**src/design/oapc_pkg.sv**
```systemverilog
// ----------------------------------------------------------------------------
// oapc_pkg
// shared types, codes and the hash function of the pid cache
// ----------------------------------------------------------------------------
package oapc_pkg;

   localparam int unsigned SLOTS_DEF     = 4096;
   localparam int unsigned NAME_BITS_DEF = 64;
   localparam logic [31:0] HASH_MUL      = 32'd2654435761;

   typedef enum logic [1:0] {
      KIND_LOOKUP = 2'd0,
      KIND_INSERT = 2'd1,
      KIND_RETIRE = 2'd2,
      KIND_NONE   = 2'd3
   } kind_type;

   typedef enum logic [1:0] {
      ST_DONE   = 2'd0,
      ST_FULL   = 2'd1,
      ST_ABSENT = 2'd2,
      ST_ZERO   = 2'd3
   } status_type;

   typedef enum logic [2:0] {
      BS_IDLE,
      BS_CLEAR,
      BS_READ,
      BS_CHECK,
      BS_WRITE,
      BS_RESULT
   } back_state_type;

   // request as held in the queue between front and back
   typedef struct packed {
      kind_type    kind;
      logic [31:0] pid;
      logic [62:0] create_time;
      logic        name_found;
      logic [63:0] name_handle;
      logic        early;       // answered without probing
      status_type  early_status;
   } req_type;

   function automatic logic [31:0] hash_low(input logic [31:0] pid);
      logic [63:0] prod;
      prod = {34'd0, pid[31:2]} * {32'd0, HASH_MUL};
      return prod[31:0];
   endfunction

endpackage

```
**src/design/oapc_front.sv**
```systemverilog
// ----------------------------------------------------------------------------
// oapc_front
// accepts request beats, flags trivial ones, two-entry queue to the back
// ----------------------------------------------------------------------------
module oapc_front (
   input  logic              clock,
   input  logic              reset,
   input  logic              req_tvalid,
   output logic              req_tready,
   input  logic [1:0]        req_kind,
   input  logic [31:0]       req_pid,
   input  logic [62:0]       req_create_time,
   input  logic              req_name_found,
   input  logic [63:0]       req_name_handle,
   output logic              q_valid,
   input  logic              q_pop,
   output oapc_pkg::req_type q_head
);
   import oapc_pkg::*;

   req_type    buf_ff [2];
   logic       rd_ff, rd_in, wr_ff, wr_in;
   logic [1:0] cnt_ff, cnt_in;
   req_type    item;
   logic       push;

   always_comb begin
      item.kind         = kind_type'(req_kind);
      item.pid          = req_pid;
      item.create_time  = req_create_time;
      item.name_found   = req_name_found;
      item.name_handle  = req_name_handle;
      item.early        = 1'b0;
      item.early_status = ST_DONE;
      if (item.kind == KIND_NONE) begin
         item.early = 1'b1;
      end else if (req_pid == 32'd0) begin
         item.early        = 1'b1;
         item.early_status = ST_ZERO;
      end
   end

   assign req_tready = (cnt_ff != 2'd2);
   assign push       = req_tvalid && req_tready;
   assign q_valid    = (cnt_ff != 2'd0);
   assign q_head     = buf_ff[rd_ff];
   assign rd_in      = rd_ff ^ (q_pop && q_valid);
   assign wr_in      = wr_ff ^ push;
   assign cnt_in     = cnt_ff + {1'b0, push} - {1'b0, q_pop && q_valid};

   always_ff @(posedge clock) begin
      if (reset) begin
         rd_ff  <= 1'b0;
         wr_ff  <= 1'b0;
         cnt_ff <= 2'd0;
      end else begin
         rd_ff  <= rd_in;
         wr_ff  <= wr_in;
         cnt_ff <= cnt_in;
      end
      if (push) begin
         buf_ff[wr_ff] <= item;
      end
   end

   a_cnt_max: assert property (@(posedge clock) disable iff (reset) cnt_ff <= 2'd2)
      else $error("queue overfill");
   a_pop_valid: assert property (@(posedge clock) disable iff (reset)
      q_pop |-> q_valid) else $error("pop from empty queue");
   a_cnt_step: assert property (@(posedge clock) disable iff (reset)
      (push && !q_pop) |=> cnt_ff == $past(cnt_ff) + 2'd1) else $error("count slip");
endmodule

```
**config.mk**
```make
export PLATFORM = sky130hd
export DESIGN_NAME = oapc_front
export DESIGN_NICKNAME = d
export VERILOG_FILES = /design/src/design/oapc_pkg.sv /design/src/design/oapc_front.sv
export SDC_FILE = /design/constraint.sdc
export NUM_CORES = 1
export LEC_CHECK = 0
export ABC_AREA = 1
export BUFFER_PORTS_ARGS = -buffer_cell sky130_fd_sc_hd__buf_2
export CAP_MARGIN = 30
export CORE_MARGIN = 1
export CORE_UTILIZATION = 47
export DETAILED_ROUTE_END_ITERATION = 7
export PLACE_DENSITY = 0.85
export SYNTH_ARGS = -nofsm -noshare
export SYNTH_HDL_FRONTEND = slang
export SYNTH_SLANG_ARGS = --single-unit
```
**constraint.sdc**
```tcl
create_clock -name clock -period 9.1 [get_ports clock]
set_clock_uncertainty 0.1 [all_clocks]
set_input_delay 0.91 -clock clock [delete_from_list [all_inputs] [get_ports clock]]
set_output_delay 0.91 -clock clock [all_outputs]
set_load 0.05 [all_outputs]
```
==> impl_metrics.toml, run 1 <==
[synth]
synth_area_mm2 = 0.0122
yosysSeqAreaShare_pct = 81.1
synth_nets = 1087
synth_cell_types = 21
ys_ff_latch = 332
synth_top_area_share_pct = 80.5
yosys-top-cells-area = "edfxtp_1 80%, nand2_1 15%, buf_2 1.4%"
netlist.top_cell.by_area = "edfxtp_1"
synth_cells = 919
avgSynthCellArea_um2 = 13.3
synth_warnings = 0

[placement]
numPortBuffers = 332
placed_cell_area_mm2 = 0.0142
dp_hpwl_um = 18000
gp_congestion = 0.778
pre_cts_ws_ns = 5.24

[cts]
cts_sinks = 332
numCtsBuffers = 34
cts_hold_buffers = 0
cts.repair.resized = 0
h-tree-depth = 2
root_buffer = "clkbuf_16"
path_clk_slew_ns = 0.06
worstSkewPairLatency_ns = 0.49
cts_buffer_depth = 3
tritoncts = "yes"
post-cts-setup-buffers = 0

[routing]
avgViaCountPerCell = 4.88
remaining_drc_errors = 0
routedWlPerCell_um = 17.0
antenna_left = 0
firstDrtPassIters = 5
drtIter0Drc = 674
routed_wl_um = 27500
vias = 7880

[sta]
max_slew_margin_pct = 34.3
setup_viol = 0
finalMaxSlewViolations = 0
period_share_pct = 48.1
max_freq_mhz = 228
hold_violations = 0
worst_slack_ns = 4.72
fin_tns_setup_ns = 0
fin_crit_ns = 4.38
tightest_slew_ns = 0.986
timing.hold.ws_ns = 0.496
rsz0062_at_grt = "no"

[critical_path]
startpoint_type = "flop"
required_ns = 8.09
crit_family = "buffers and inverters"
critPathMostFrequentCell = "nand2_1"
critPathBufInv = 3
cp_data_arrival_time_ns = 3.37
worstPathMaxFanout = 90
max_stage_delay_ns = 0.79
cp-end-kind = "output pin"
critPathSlowestCell = "inv_4"
cp_cell_sequence = "inv_4 -> buf_4 -> nand2_1 -> nand2_1 -> buf_2"
path_class = "flop to output pin"

[global_routing]
use_met1_pct = 22.4
grt_first_pass_wirelength_um = 41100
grt_overflow = 0
grt-busiest-layer = "met2"
antenna_found_initial = 5
grtUsageMet2_pct = 36.4
grt_max_degree = 92
grt_util_met3_pct = 5.97
grt_pass1_vias = 8107
grt_usage_pct = 20.2

[power]
intPower_mw = 3.21
p_clk_share_pct = 25.0
net-switching-power_mw = 2.27
seq_power_share_pct = 38.3
pwr-share-comb_pct = 36.7
sw_frac_of_total_pct = 41.4
leakage_nw = 6.56
power_density_mw_per_mm2 = 356
peakVddDrop_mv = 0.335

[floorplan]
coreArea_mm2 = 0.0253
pin_count = 333
die_width_um = 163
start_util_pct = 48.3
fp-row-count = 58
die_area_mm2 = 0.0267
dieHeight_um = 163

[outcome]
outcome = "complete, no violations"

[final_layout]
nFillCells = 1940
final_area_mm2 = 0.0154
syn2layout_area_growth_pct = 25.6
fin_nets = 1426
drive_above_1_share_pct = 31.0
regArea_mm2 = 0.00993
multi_input_area_mm2 = 0.00212

[job]
cap_violations = 0

[worst_hold_path]
hold_class = "primary input to flop"
-- cell usage after synthesis --
master,instances
xor2_1,1
o21ai_1,1
buf_2,34
edfxtp_1,328
nand2_4,1
a21oi_1,1
xnor2_1,1
or2_4,1
o21ai_0,1
ha_1,2
inv_1,6
nor3_1,1
dfxtp_1,4
clkbuf_1,2
inv_2,1
nand2_2,1
nor2_1,25
nand2_1,505
nor2_2,1
buf_4,1
a21boi_2,1
-- path summary, 6_finish.rpt --
kind	cells after the start	start	endpoint	slack (ns)
max	5	rd_ff	q_head[1]	4.72
min	1	req_create_time[37]	buf_ff[1][105]	0.50
max reg2reg	5	cnt_ff[0]	buf_ff[1][122]	6.25
min reg2reg	3	cnt_ff[0]	cnt_ff[0]	0.53
-- logic make-up (layout without fill, tap and decap cells) --
logic type,after synthesis,after routing,synth area share [%]
adder cells (fa/ha/maj),2,2,0.204
flip-flops,332,332,81.1
XOR/XNOR,2,2,0.143
buffers and inverters,44,407,1.73
AND/OR/NAND/NOR,535,535,16.6
other,0,4,0
AO/OA/AOI/OAI,4,4,0.215
-- power by group through the flow --
| stage | Clock, mW | Sequential [mW] | Combinational, mW |
|---|---|---|---|
| after global placement | 0 | 2.12 | 1.97 |
| after global routing | 1.46 | 2.12 | 2.13 |
| after detailed placement | 0 | 2.13 | 2.01 |
| after floorplan | 0 | 2.14 | 1.54 |
| final | 1.37 | 2.10 | 2.01 |
| after CTS | 1.40 | 2.10 | 2.02 |
-- flip-flops by register name (all words and copies together) (netlist names) --
| name | count |
|---|---|
| buf_ff | 328 |
| cnt_ff | 2 |
| rd_ff | 1 |
| wr_ff | 1 |
-- per-layer routing --
layer,vias to the layer above,wire (µm),part of all wire [%]
met5,-,12,0.044
li1,3778,-,-
met2,350,14000,51
met3,64,2630,9.6
met1,3686,9990,36
met4,2,844,3.1
-- per-stage QoR --
stage / util [%] / std cells / total power [mW]
final: 60.7 / 1616 / 5.48
after global routing: 60.7 / 1614 / 5.71
after CTS: 60.5 / 1611 / 5.52
after detailed placement: 56.2 / 1551 / 4.14
after global placement: 56.1 / 1550 / 4.09
after floorplan: - / 919 / 3.68
-- area by class of cell --
type	instances	share of cell area [%]
clock inverters	16	1.02
inverters	7	0.187
well taps	330	2.69
multi-input cells	543	13.8
clock buffers	44	6.19
diodes	4	0.0651
repair buffers	340	11.5
flip-flops and latches	332	64.6
-- placed cells by master (no fill, tap or decap), types with 4 or more instances in the layout --
| cell | count |
|---|---|
| nand2_1 | 505 |
| edfxtp_1 | 328 |
| clkinv_2 | 6 |
| buf_4 | 6 |
| clkbuf_16 | 37 |
| inv_1 | 6 |
| nor2_1 | 24 |
| clkbuf_1 | 7 |
| buf_2 | 332 |
| diode_2 | 4 |
| clkinv_1 | 5 |
Power figures use the tool's default switching activity.
==> run 2, diff against run 1 <==
==> constraint.sdc (replaced) <==
create_clock -name clock -period 3.9 [get_ports clock]
set_clock_uncertainty 0.1 [all_clocks]
set_input_delay 0.39 -clock clock [delete_from_list [all_inputs] [get_ports clock]]
set_output_delay 0.39 -clock clock [all_outputs]
set_load 0.05 [all_outputs]
==> run 2 against run 1 <==
Net effect:
- wire length increased by 12%
- worst hold slack got worse by 0.38 ns
- non-clock buffer count increased by 163
- combinational power increased by 150%
- clock power increased by 110%
- critical path type unchanged
- largest cell class unchanged
- largest power group is now combinational logic
- highest routed layer is now met4
==> impl_metrics.toml, run 2 (synthesis gave the netlist of run 1 again) <==
[cts]
worstSkewPairLatency_ns = 0.53
path_clk_slew_ns = 0.06
root_buffer = "clkbuf_16"
numCtsBuffers = 31
cts_buffer_depth = 3
tritoncts = "yes"
h-tree-depth = 1
cts.repair.resized = 0
cts_sinks = 332

[global_routing]
antenna_found_initial = 1
grt_pass1_vias = 8829
grt_max_degree = 91
grt_overflow = 0
grt_first_pass_wirelength_um = 45300
grt_usage_pct = 22.2

[worst_hold_path]
hold_class = "primary input to flop"
whs_path_depth = 3
holdPathEnd = "rd_ff"
worstHoldStart = "q_pop"

[final_layout]
top_register = "buf_ff"
syn2layout_area_growth_pct = 37.9
final_common_cell = "nand2_1"
layout_common_cells = "505 x nand2_1, 332 x buf_2, 328 x edfxtp_1"
drive_above_1_share_pct = 27.2
fin_nets = 1586
top_regs = "buf_ff: 328 flops, cnt_ff: 2 flops"
nFillCells = 1567
largest_register_ff_count = 328
final_cell_count_no_fill = 1773
final_area_mm2 = 0.0169

[placement]
numPortBuffers = 332
dp_hpwl_um = 17000
placed_cell_area_mm2 = 0.0143
gp_congestion = 0.789
placedCellCount = 1552

[critical_path]
cp-end-kind = "output pin"
worstPathMaxFanout = 81
crit_family = "buffers and inverters"
r2r-end = "buf_ff[0][113]"
rrSetupSlack_ns = 1.67
required_ns = 3.41
path_class = "flop to output pin"
reg2reg_from = "cnt_ff[0]"
startpoint_type = "flop"
max_stage_delay_ns = 0.53
critPathSlowestCell = "inv_4"
reg2reg_depth = 4
critPathMostFrequentCell = "nand2_1"
cp_cell_sequence = "inv_4 -> buf_12 -> nand2_1 -> nand2_1 -> buf_2"
cp_data_arrival_time_ns = 2.49
critPathBufInv = 3

[sta]
fin_tns_setup_ns = 0
fin_crit_ns = 2.98
period_share_pct = 76.5
setup_viol = 0
hold_violations = 0
max_freq_mhz = 335
tightest_slew_ns = 0.837
timing.hold.ws_ns = 0.115
rsz0062_at_grt = "no"
max_slew_margin_pct = 44.2
finalMaxSlewViolations = 0

[routing]
vias = 8748
firstDrtPassIters = 5
antenna_left = 0
avgViaCountPerCell = 4.93
remaining_drc_errors = 0
drtIter0Drc = 752
routed_wl_um = 30900
routedWlPerCell_um = 17.4

[floorplan]
die_width_um = 163
start_util_pct = 48.3
pin_count = 333
coreArea_mm2 = 0.0253
dieHeight_um = 163
die_area_mm2 = 0.0267
fp-row-count = 58

[power]
power_density_mw_per_mm2 = 752
peakVddDrop_mv = 0.640
leakage_nw = 7.18
finalPower_mw = 12.7

[outcome]
outcome = "complete, no violations"

[job]
cap_violations = 0
-- run 2: worst max path at each step --
stage                     cells after the start              to       start  slack (ns)
final                                         5      q_head[41]       rd_ff        0.92
after global routing                          5      q_head[41]       rd_ff        0.81
after CTS                                     5      q_head[36]       rd_ff        0.95
after detailed placement                      5      q_head[36]       rd_ff        1.54
after global placement                        5      q_head[89]       rd_ff        1.58
after floorplan                               3  buf_ff[1][100]  req_tvalid        0.24
-- run 2: repair_timing --
item                      4_1_cts  5_1_grt
hold endpoints to repair      326        0
hold buffers                  163        0
buffers inserted                0        0
-- run 2: cell type report --
class	count	area [µm²]	area share (%)
Multi-Input combinational cell	543	2120	12.5
Tap cell	330	413	2.45
Sequential cell	332	9930	58.9
Antenna cell	1	2.50	0.0148
Clock buffer	38	802	4.75
Clock inverter	19	161	0.957
Inverter	7	28.8	0.171
Timing Repair Buffer	503	3420	20.2
-- run 2: stage by stage --
stage,setup slack (ns),utilization (%)
detailed placement,1.54,56.4
global route,0.807,66.6
finish,0.915,66.6
CTS,0.946,66.6
floorplan,0.243,-
global placement,1.58,56.4
-- run 2: worst register-to-register path, cell delays in order, from the launching register on --
cell and delay [ns]:
dfxtp_1 0.35, inv_1 0.07, a21boi_2 0.30, ha_4 0.59, buf_12 0.39
-- run 2: power breakdown --
group,switching (mW),internal [mW],leakage (nW)
logic,3.93,0.999,3.61
clock network,1.25,1.65,0.479
registers,0.177,4.67,3.10
-- run 2: per-layer routing --
metal	part of all wire (%)	global-route usage, %	up-vias	wire length [µm]
met5	0	0	-	0
met4	2.9	7.73	0	910
met3	9.3	4.93	69	2860
met2	52	40.4	501	16000
met1	36	25.6	4081	11100
li1	-	-	4097	-
